**src/rtl/ncl_pkg.sv**
```systemverilog
package ncl_pkg;

  localparam int DEF_MAX_CLUSTERS = 16;
  localparam int DEF_MAX_FEATURES = 16;

  localparam int VALUE_W = 16;
  localparam int INDEX_W = 4;
  localparam int LABEL_W = 4;
  localparam int DIST_W  = 36;
  localparam int CFG_W   = 5;
  localparam int ABS_W   = 16;
  localparam int SQ_W    = 2 * ABS_W;

  localparam logic [DIST_W-1:0] DIST_MAX  = '1;
  localparam logic [CFG_W-1:0]  CFG_RESET = 5'd16;

  localparam logic FUNC_TABLE   = 1'b0;
  localparam logic FUNC_FEATURE = 1'b1;

  typedef enum logic [1:0] {
    ST_RUN,
    ST_FLUSH,
    ST_SWEEP,
    ST_EMIT
  } state_t;

  typedef struct packed {
    logic                       tbl_wr;
    logic                       feat_rd;
    logic [INDEX_W-1:0]         cluster_index;
    logic [INDEX_W-1:0]         feature_index;
    logic signed [VALUE_W-1:0]  wr_value;
    logic signed [VALUE_W-1:0]  s1_value;
    logic                       s3_add;
    logic                       clear;
  } cell_ctrl_t;

endpackage

```
**src/rtl/ncl_cell.sv**
```systemverilog
module ncl_cell #(
  parameter int CELL_ID      = 0,
  parameter int MAX_FEATURES = ncl_pkg::DEF_MAX_FEATURES,
  parameter int IDX_W        = 4,
  parameter int CNT_W        = 5
) (
  input  logic                      clk,
  input  logic                      rst,
  input  ncl_pkg::cell_ctrl_t       ctrl,
  input  logic [CNT_W-1:0]          active,
  input  logic                      prev_valid,
  input  logic [IDX_W-1:0]          prev_idx,
  input  logic [ncl_pkg::DIST_W-1:0] prev_d,
  output logic                      cand_valid,
  output logic [IDX_W-1:0]          cand_idx,
  output logic [ncl_pkg::DIST_W-1:0] cand_d
);
  import ncl_pkg::*;

  localparam int FA_W = (MAX_FEATURES > 1) ? $clog2(MAX_FEATURES) : 1;

  logic signed [VALUE_W-1:0] mem [MAX_FEATURES];
  logic signed [VALUE_W-1:0] rd_q;
  logic [FA_W-1:0]           addr;
  logic                      own_wr;
  logic signed [VALUE_W:0]   diff;
  logic [ABS_W-1:0]          absd;
  logic [ABS_W-1:0]          absd_q;
  logic [SQ_W-1:0]           sq;
  logic [DIST_W-1:0]         acc;
  logic [DIST_W:0]           sum;
  logic                      take_own;

  assign addr   = FA_W'(ctrl.feature_index);
  assign own_wr = ctrl.tbl_wr && (int'(ctrl.cluster_index) == CELL_ID);

  always_ff @(posedge clk) begin
    if (own_wr) begin
      mem[addr] <= ctrl.wr_value;
    end
    if (ctrl.feat_rd) begin
      rd_q <= mem[addr];
    end
  end

  assign diff = (VALUE_W+1)'(rd_q) - (VALUE_W+1)'(ctrl.s1_value);
  assign absd = diff[VALUE_W] ? ABS_W'(-diff) : ABS_W'(diff);

  always_ff @(posedge clk) begin
    absd_q <= absd;
    sq     <= SQ_W'(absd_q * absd_q);
  end

  assign sum = {1'b0, acc} + (DIST_W+1)'(sq);

  always_ff @(posedge clk) begin
    if (rst) begin
      acc <= '0;
    end else if (ctrl.clear) begin
      acc <= '0;
    end else if (ctrl.s3_add) begin
      acc <= sum[DIST_W] ? DIST_MAX : sum[DIST_W-1:0];
    end
  end

  assign take_own = (CELL_ID == 0) ||
                    ((CNT_W'(CELL_ID) < active) && (acc < prev_d));

  always_ff @(posedge clk) begin
    if (rst) begin
      cand_valid <= 1'b0;
    end else begin
      cand_valid <= prev_valid;
    end
  end

  always_ff @(posedge clk) begin
    if (prev_valid) begin
      if (take_own) begin
        cand_d   <= acc;
        cand_idx <= IDX_W'(CELL_ID);
      end else begin
        cand_d   <= prev_d;
        cand_idx <= prev_idx;
      end
    end
  end

endmodule

```
**config.mk**
```make
export PLATFORM = sky130hd
export DESIGN_NAME = ncl_cell
export DESIGN_NICKNAME = d
export VERILOG_FILES = /design/src/rtl/ncl_pkg.sv /design/src/rtl/ncl_cell.sv
export SDC_FILE = /design/constraint.sdc
export NUM_CORES = 1
export LEC_CHECK = 0
export ABC_AREA = 1
export BUFFER_PORTS_ARGS = -buffer_cell sky130_fd_sc_hd__buf_2
export CAP_MARGIN = 10
export CORE_MARGIN = 2
export CORE_UTILIZATION = 45
export CTS_CLUSTER_SIZE = 20
export DETAILED_ROUTE_END_ITERATION = 8
export GPL_ROUTABILITY_DRIVEN = 0
export PLACE_DENSITY = 0.65
export SETUP_SLACK_MARGIN = 0.15
export SYNTH_ARGS = -nofsm -noshare
export SYNTH_HDL_FRONTEND = slang
export SYNTH_SLANG_ARGS = --single-unit
export TNS_END_PERCENT = 20
```
**constraint.sdc**
```tcl
create_clock -name clk -period 6.5 [get_ports clk]
set_input_delay 1.3 -clock clk [delete_from_list [all_inputs] [get_ports clk]]
set_output_delay 1.3 -clock clk [all_outputs]
set_load 0.01 [all_outputs]
```
==> flow_metrics.tcl, run 1 <==
set metrics [dict create \
    routedWlPerCell_microns 16.1 \
    clock-root-buffer "clkbuf_16" \
    critPathMaxFanout 16 \
    setup_viol 0 \
    first_pass_iters 5 \
    coreArea_sq_um 54100 \
    setup.worst_path.start_class "flop" \
    synthArstFlopShare_pct 0 \
    cp_top_family "adder cells" \
    worstPathCellList "nand2_1, fa_1, fa_1, inv_1, fa_1, fa_1, fa_1, inv_1, fa_1, inv_1, ha_1, nand2_1, nor2_1, inv_1, nor2_1, nand3_1, or2_2, nand3_1, nand2_1" \
    antenna_left 0 \
    max_stage_delay_ps 800 \
    synth_area_sq_um 24800 \
    ys_ff_latch 392 \
    synth_most_common_cell "nand2_1" \
    ys.flop_type "edfxtp_1" \
    synth_edf_count 308 \
    tritoncts "built" \
    syn-instance-count 2545 \
    grt_remaining_overflow 0 \
    timing.fmax_mhz 170 \
    grtUsageTotal_pct 19.5 \
    multi_input_area_sq_um 11600 \
    post-place-ws_ps 647 \
    fillers 4884 \
    hold_viol 0 \
    diodes 0 \
    antenna_found_initial 0 \
    grt_max_degree 66 \
    fin_crit_sh_pct 90.6 \
    cts_hold_buf 0 \
    drc 0 \
    die_h_microns 239 \
    synth_largest_area_cell "edfxtp_1" \
    final_nets 3033 \
    max_cap_violations 0 \
    worstSetupEndpointType "flop" \
    worst_pin_slew_ps 957 \
    rsz0062_at_grt "no" \
    port_buffers 83 \
    drt_wl_total_microns 54100 \
    htree_levels 2 \
    ys_seq_area_share_pct 44.1 \
    ys_top_cells_by_count "nand2_1, inv_1, edfxtp_1" \
    routed-via-count 17300 \
    synthTopCellsByArea "edfxtp_1, fa_1, ha_1" \
    drt-initial-drc-count 1144 \
    min_path_type "reg -> reg" \
    clk_path_buf_depth 3 \
    tns_ps 0 \
    grt_pass1_wl_microns 88600 \
    slew_violations 0 \
    post_cts_buffers 0 \
    row_count 85 \
    die_w_microns 239 \
    numCtsBuffers 41 \
    worstPathArrival_ps 6360 \
    clock-sinks 392 \
    avgSynthCellArea_sq_um 9.73 \
    hpwlAfterDp_microns 39300 \
    ff_latch_area_sq_um 10900 \
    syn_to_final_growth_pct 9.70 \
    final_layout_size_suffix_gt1_share_pct 7.94 \
    crit_top_cell "fa_1" \
    yosysWarnings 0 \
    postCtsResizedCells 0 \
    max-slew-margin-rel_pct 36.0 \
    start_util_pct 45.8 \
    setup_ws_ps 610 \
    critPathKind "reg -> reg" \
    clock_skew_ps 46.7 \
    status "completed" \
    cp_num_buf_inv 4 \
    crit_path_top_delay_cell "dfxtp_1" \
    yosysTopAreaCellShare_pct 37.3 \
    viasPerCell 5.15 \
    dieArea_sq_um 56900 \
    period_needed_ps 5890 \
    synth_cell_types 51 \
    crit_required_ps 6970 \
    clk_latency_ps 590 \
    clk_pin_slew_ps 60 \
    pin_count 133 \
    grt_pass1_vias 17700 \
]
## layout make-up
| cell class | count | share of cell area, % |
|---|---|---|
| multi-input cells | 1596 | 42.9 |
| flip-flops and latches | 392 | 40.2 |
| inverters | 480 | 6.64 |
| clock buffers | 54 | 3.99 |
| well taps | 696 | 3.21 |
| repair buffers | 115 | 2.41 |
| clock inverters | 19 | 0.668 |
## per-layer routing
layer | global-route usage [%] | share of wire [%] | up-vias
met1 | 25.2 | 43 | 8243
met4 | 5.59 | 2.4 | 0
li1 | - | - | 8456
met2 | 34.2 | 49 | 477
met5 | 0 | 0 | -
met3 | 2.48 | 5.8 | 86
## worst paths after layout
kind,startpoint,end,slack (ps),cells past startpoint
worst max-delay path,absd_q[3],sq[30],610,19
worst min-delay path,acc[17],cand_d[17],470,0
worst max register to register,absd_q[3],sq[30],610,19
worst min register to register,acc[17],cand_d[17],470,0
## sequential cells by signal, indices dropped and copies added (netlist names)
register	count
mem	256
acc	36
rd_q	16
sq	31
cand_d	36
absd_q	16
cand_valid	1
## placed cells by master (no fill, tap or decap), types with 5 or more instances in the layout
master,count
dfxtp_1,84
xnor2_1,26
a31oi_1,9
or2_0,16
a21o_1,5
nand2_1,496
inv_1,474
buf_4,32
o21ai_0,57
o21ai_1,9
nand3_1,62
nor3_1,19
nand4_1,10
clkbuf_16,41
edfxtp_1,308
buf_2,83
nor2_1,168
xor2_1,42
a21oi_1,145
fa_1,163
o21bai_1,9
a21oi_2,8
o21a_1,5
clkbuf_1,12
nand2_2,8
ha_1,152
a22oi_1,128
clkinv_1,10
or3_1,16
## kinds of logic after synthesis
family          share of synthesized area, %
fa+ha+maj                               20.9
flops                                   44.1
simple gates                            13.7
xor+xnor                                2.40
buf+inv                                 8.97
other cells                           0.0151
compound gates                          9.91
## metrics by stage
step	utilization [%]	cells	hold slack, ps	cell area, sq um
floorplan	-	2548	329	24800
global placement	47.9	3279	444	25900
detailed placement	47.9	3279	451	25900
CTS	50.2	3352	469	27200
global route	50.2	3352	477	27200
finish	50.2	3352	469	27200
Power of run 1 is left out: the tool's default activity adds up to more than one toggle a clock period on the data nets, which glitch-free logic cannot reach.
==> inputs of run 2 (changes only) <==
--- a/config.mk
+++ b/config.mk
@@ -15,3 +15,5 @@
 export GPL_ROUTABILITY_DRIVEN = 0
+export HOLD_SLACK_MARGIN = 0.03
 export PLACE_DENSITY = 0.65
+export REMOVE_ABC_BUFFERS = 1
 export SETUP_SLACK_MARGIN = 0.15
==> constraint.sdc (replaced) <==
create_clock -name clk -period 6.5 [get_ports clk]
set_input_delay 0.975 -clock clk [delete_from_list [all_inputs] [get_ports clk]]
set_output_delay 0.975 -clock clk [all_outputs]
set_load 0.01 [all_outputs]
==> run 2 against run 1 <==
Largest cell class unchanged. Cell count up 0.15%. Cell area up 0.39%. Critical path depth unchanged. Sequential cell count unchanged. Hold slack worse by 32 ps. Die area unchanged. Utilization up 0.19 points. Worst setup slack better by 51 ps. Clock-buffer cell count down 4.
==> flow_metrics.tcl, run 2 (same netlist as run 1, synthesis figures left out) <==
set metrics [dict create \
    start_util_pct 45.8 \
    antenna_left 0 \
    worst_pin_slew_ps 1090 \
    rsz0062_at_grt "no" \
    drt-initial-drc-count 995 \
    final_common_cell "nand2_1" \
    post-place-ws_ps 682 \
    hold_viol 0 \
    max_cap_violations 0 \
    setup.worst_path.start_class "flop" \
    htree_levels 2 \
    placed_area_sq_um 25900 \
    final_cell_mix "nand2_1, inv_1, edfxtp_1" \
    critPathKind "reg -> reg" \
    worstPathCellList "nand2_1, fa_1, fa_1, inv_1, fa_1, fa_1, fa_1, inv_1, fa_1, inv_1, ha_1, nand2_1, nor2_1, inv_1, nor2_1, nand3_1, or2_2, nand3_1, nand2_1" \
    tritoncts "built" \
    clk_latency_ps 600 \
    worstSetupEndpointType "flop" \
    regMostFlops "mem" \
    hpwlAfterDp_microns 40200 \
    viasPerCell 5.20 \
    coreArea_sq_um 54100 \
    place_inst 3282 \
    grt_pass1_wl_microns 90000 \
    slew_violations 0 \
    tns_ps 0 \
    clk_path_buf_depth 3 \
    drt_wl_total_microns 55100 \
    cp_num_buf_inv 4 \
    met2_length_microns 28000 \
    first_pass_iters 6 \
    grt_pass1_vias 18000 \
    syn_to_final_growth_pct 10.1 \
    setup_ws_ps 661 \
    min_path_type "reg -> reg" \
    final_layout_size_suffix_gt1_share_pct 8.23 \
    grtUsageTotal_pct 19.8 \
    status "completed" \
    die_w_microns 239 \
    grt_max_degree 66 \
    critPathMaxFanout 16 \
    diodes 0 \
    dieArea_sq_um 56900 \
    worstPathArrival_ps 6330 \
    period_needed_ps 5840 \
    crit_path_top_delay_cell "dfxtp_1" \
    clock-root-buffer "clkbuf_16" \
    port_buffers 83 \
    drc 0 \
    clock-sinks 392 \
    wl_met3_microns 2680 \
    r2r_slack_ps 660 \
    top_layer_used "met4" \
    max-slew-margin-rel_pct 26.9 \
    crit_top_cell "fa_1" \
    top_regs "mem: 256 flops, acc: 36 flops, cand_d: 36 flops" \
    max_stage_delay_ps 810 \
    routedWlPerCell_microns 16.4 \
    largest_reg_flops 256 \
    stdcell_count 3357 \
    final_nets 3036 \
    clk_pin_slew_ps 60 \
    fin_crit_sh_pct 89.8 \
    row_count 85 \
    postCtsResizedCells 0 \
    fin_area_sq_um 27300 \
    setup_viol 0 \
    clock_skew_ps 62.2 \
    pin_count 133 \
    cts_hold_buf 0 \
    numCtsBuffers 41 \
    post_cts_buffers 0 \
    grt_remaining_overflow 0 \
    cp_top_family "adder cells" \
    antenna_found_initial 0 \
    die_h_microns 239 \
    routed-via-count 17500 \
    timing.fmax_mhz 171 \
    crit_required_ps 6990 \
    drt-met1-wl_microns 23000 \
]
## run 2: area by class of cell
type | count | area, sq um
Clock buffer | 50 | 1060
Clock inverter | 25 | 289
Fill cell | 4844 | 26900
Inverter | 480 | 1800
Multi-Input combinational cell | 1596 | 11600
Sequential cell | 392 | 10900
Tap cell | 696 | 871
Timing Repair Buffer | 118 | 678
## run 2: metal layers
metal  GRT usage [%]  vias to the layer above
li1                -                     8461
met1            24.2                     8439
met2            36.1                      470
met3            2.70                      103
met4            6.21                        0
met5               0                        -
## run 2: through the flow
stage | util [%] | hold WS, ps
CTS | 50.4 | 445
finish | 50.4 | 437
detailed placement | 47.9 | 453
floorplan | - | 429
global route | 50.4 | 455
global placement | 47.9 | 448
## run 2: worst paths after layout
kind,startpoint,endpoint,cells past startpoint
hold reg to reg,acc[31],cand_d[31],0
hold / removal,acc[31],cand_d[31],0
setup / recovery,absd_q[3],sq[30],19
setup reg to reg,absd_q[3],sq[30],19
Power of run 2 is left out for the same reason.
==> inputs of run 3 (changes only) <==
- ABC_AREA: 1 -> unset
- SLEW_MARGIN: unset -> 20
==> run 3 against run 2 <==
First-iteration DRC count is 22% lower. Via count shrank 20%. Cell count down 21%. Die area down 5.4%. Utilization up 0.77 points. Synthesized cell count shrank 28%. Critical path depth increased by 2. Area after synthesis fell by 5.5%. Clock-buffer cell count fell by 3. Highest routed layer is now met5. Register-to-register slack worse by 230 ps. Cell area decreased by 3.6%.
==> flow_metrics.tcl, run 3 <==
set metrics [dict create \
    whs_endpoint "cand_d[5]" \
    cp_num_buf_inv 4 \
    clock-sinks 392 \
    crit_required_ps 6930 \
    drt_wl_total_microns 47100 \
    min_path_type "reg -> reg" \
    row_count 83 \
    routedWlPerCell_microns 17.7 \
    grt_pass1_wl_microns 77200 \
    fin_crit_sh_pct 93.3 \
    hold_start "acc[5]" \
    routed-via-count 14100 \
    worstSetupEndpointType "flop" \
    fin_util_pct 51.2 \
    fillers 4414 \
    synth_largest_area_cell "edfxtp_1" \
    avgSynthCellArea_sq_um 12.8 \
    first_pass_iters 5 \
    synthTopCellsByArea "edfxtp_1, fa_1, ha_1" \
    drt-initial-drc-count 773 \
    largest_reg_flops 256 \
    cp_top_family "adder cells" \
    max_cap_violations 0 \
    tritoncts "built" \
    clk_path_buf_depth 3 \
    place_inst 2589 \
    dieArea_sq_um 53800 \
    clk_pin_slew_ps 60 \
    viasPerCell 5.28 \
    ys_seq_area_share_pct 46.7 \
    pin_count 133 \
    worst_hold_path.num_cells 0 \
    r2r_slack_ps 430 \
    synth_area_sq_um 23400 \
    clock_skew_ps 41.4 \
    synth_most_common_cell "edfxtp_1" \
    stdcell_count 2665 \
    diodes 0 \
    reg2reg_depth 21 \
    final_cell_mix "edfxtp_1, inv_1, fa_1" \
    ys_ff_latch 392 \
    cts_hold_buf 0 \
    synth_edf_count 308 \
    max_stage_delay_ps 560 \
    regMostFlops "mem" \
    worstPathArrival_ps 6500 \
    grtUsageTotal_pct 18.3 \
    worstPathCellList "buf_6, nand2_1, fa_1, inv_1, fa_1, fa_1, fa_1, fa_1, inv_1, fa_1, inv_1, ha_2, nand3_1, nor4_2, o2111ai_2, nand2_1, o211ai_1, a41o_1, o21ai_0, a21oi_1, xnor2_1" \
    grt_pass1_vias 15000 \
    crit_path_top_delay_cell "fa_1" \
    tns_ps 0 \
    critPathMaxFanout 12 \
    hold_viol 0 \
    clk_latency_ps 590 \
    grt_remaining_overflow 0 \
    timing.fmax_mhz 165 \
    ys.flop_type "edfxtp_1" \
    clock-root-buffer "clkbuf_16" \
    yosysWarnings 0 \
    top_regs "mem: 256 flops, acc: 36 flops, cand_d: 36 flops" \
    setup.worst_path.start_class "flop" \
    final_nets 2360 \
    rsz0062_at_grt "yes" \
    setup_viol 0 \
    hpwlAfterDp_microns 34900 \
    period_needed_ps 6070 \
    htree_levels 2 \
    start_util_pct 45.5 \
    syn_to_final_growth_pct 12.4 \
    numCtsBuffers 41 \
    worst_pin_slew_ps 1040 \
    final_common_cell "edfxtp_1" \
    antenna_left 0 \
    die_h_microns 232 \
    antenna_found_initial 1 \
    crit_top_cell "fa_1" \
    yosysTopAreaCellShare_pct 39.5 \
    r2r-end "sq[31]" \
    critPathKind "reg -> reg" \
    syn-instance-count 1826 \
    coreArea_sq_um 51400 \
    max-slew-margin-rel_pct 30.5 \
    grt_max_degree 41 \
    ys_top_cells_by_count "edfxtp_1, inv_1, fa_1" \
    r2r_start "absd_q[11]" \
    drc 0 \
    status "completed" \
    synthArstFlopShare_pct 0 \
    die_w_microns 232 \
    final_layout_size_suffix_gt1_share_pct 16.6 \
    synth_cell_types 70 \
    slew_violations 0 \
    port_buffers 83 \
]
run 3: through the flow:
stage	hold WS, ps	setup WS (ps)	instance area, sq um
floorplan	429	564	23200
global placement	443	226	24900
detailed placement	444	247	24900
CTS	458	152	26200
global route	468	121	26300
finish	459	433	26300
run 3: timing repair:
item	4_1_cts	5_1_grt
setup endpoints to repair	1	5
pin swaps	0	4
cloned	0	0
resized for setup	1	18
setup buffers	0	1
run 3: final cells by class:
cell class,instances,area [sq um],share of cell area (%)
inverter,287,1080,4.10
multi-input combinational,1090,11200,42.7
clock buffer,47,1050,3.99
timing repair buffer,141,870,3.31
clock inverter,28,289,1.10
tap,680,851,3.24
sequential,392,10900,41.6
run 3: cell families (layout without fill, tap and decap cells):
group / count (synthesis) / in the layout / synth area share (%)
muxes: 83 / 83 / 7.83
DFF: 392 / 392 / 46.7
other: 1 / 4 / 0.0160
xor gates and xnor gates: 91 / 91 / 3.41
adders and majority gates: 315 / 315 / 22.1
AOI/OAI and AO/OA: 281 / 281 / 7.94
and+or+nand+nor: 316 / 316 / 6.32
buffers and inverters: 347 / 503 / 5.70
run 3: worst max path at each step:
stage                        end  startpoint  cells after the start  slack [ps]
final                     sq[31]  absd_q[11]                     21         430
after global routing      sq[31]   absd_q[3]                     24         120
after CTS                 sq[30]   absd_q[3]                     24         150
after detailed placement  sq[30]   absd_q[3]                     24         250
after global placement    sq[30]   absd_q[3]                     24         230
after floorplan           sq[30]   absd_q[9]                     22         560
run 3: layer usage:
metal / vias to the layer above / global-route usage (%) / part of all wire, %
li1: 6637 / - / -
met1: 7046 / 22.6 / 42
met2: 292 / 32.5 / 51
met3: 88 / 3.05 / 4.7
met4: 2 / 6.39 / 2.7
met5: - / 0 / 0.028
Power of run 3 is left out for the same reason.
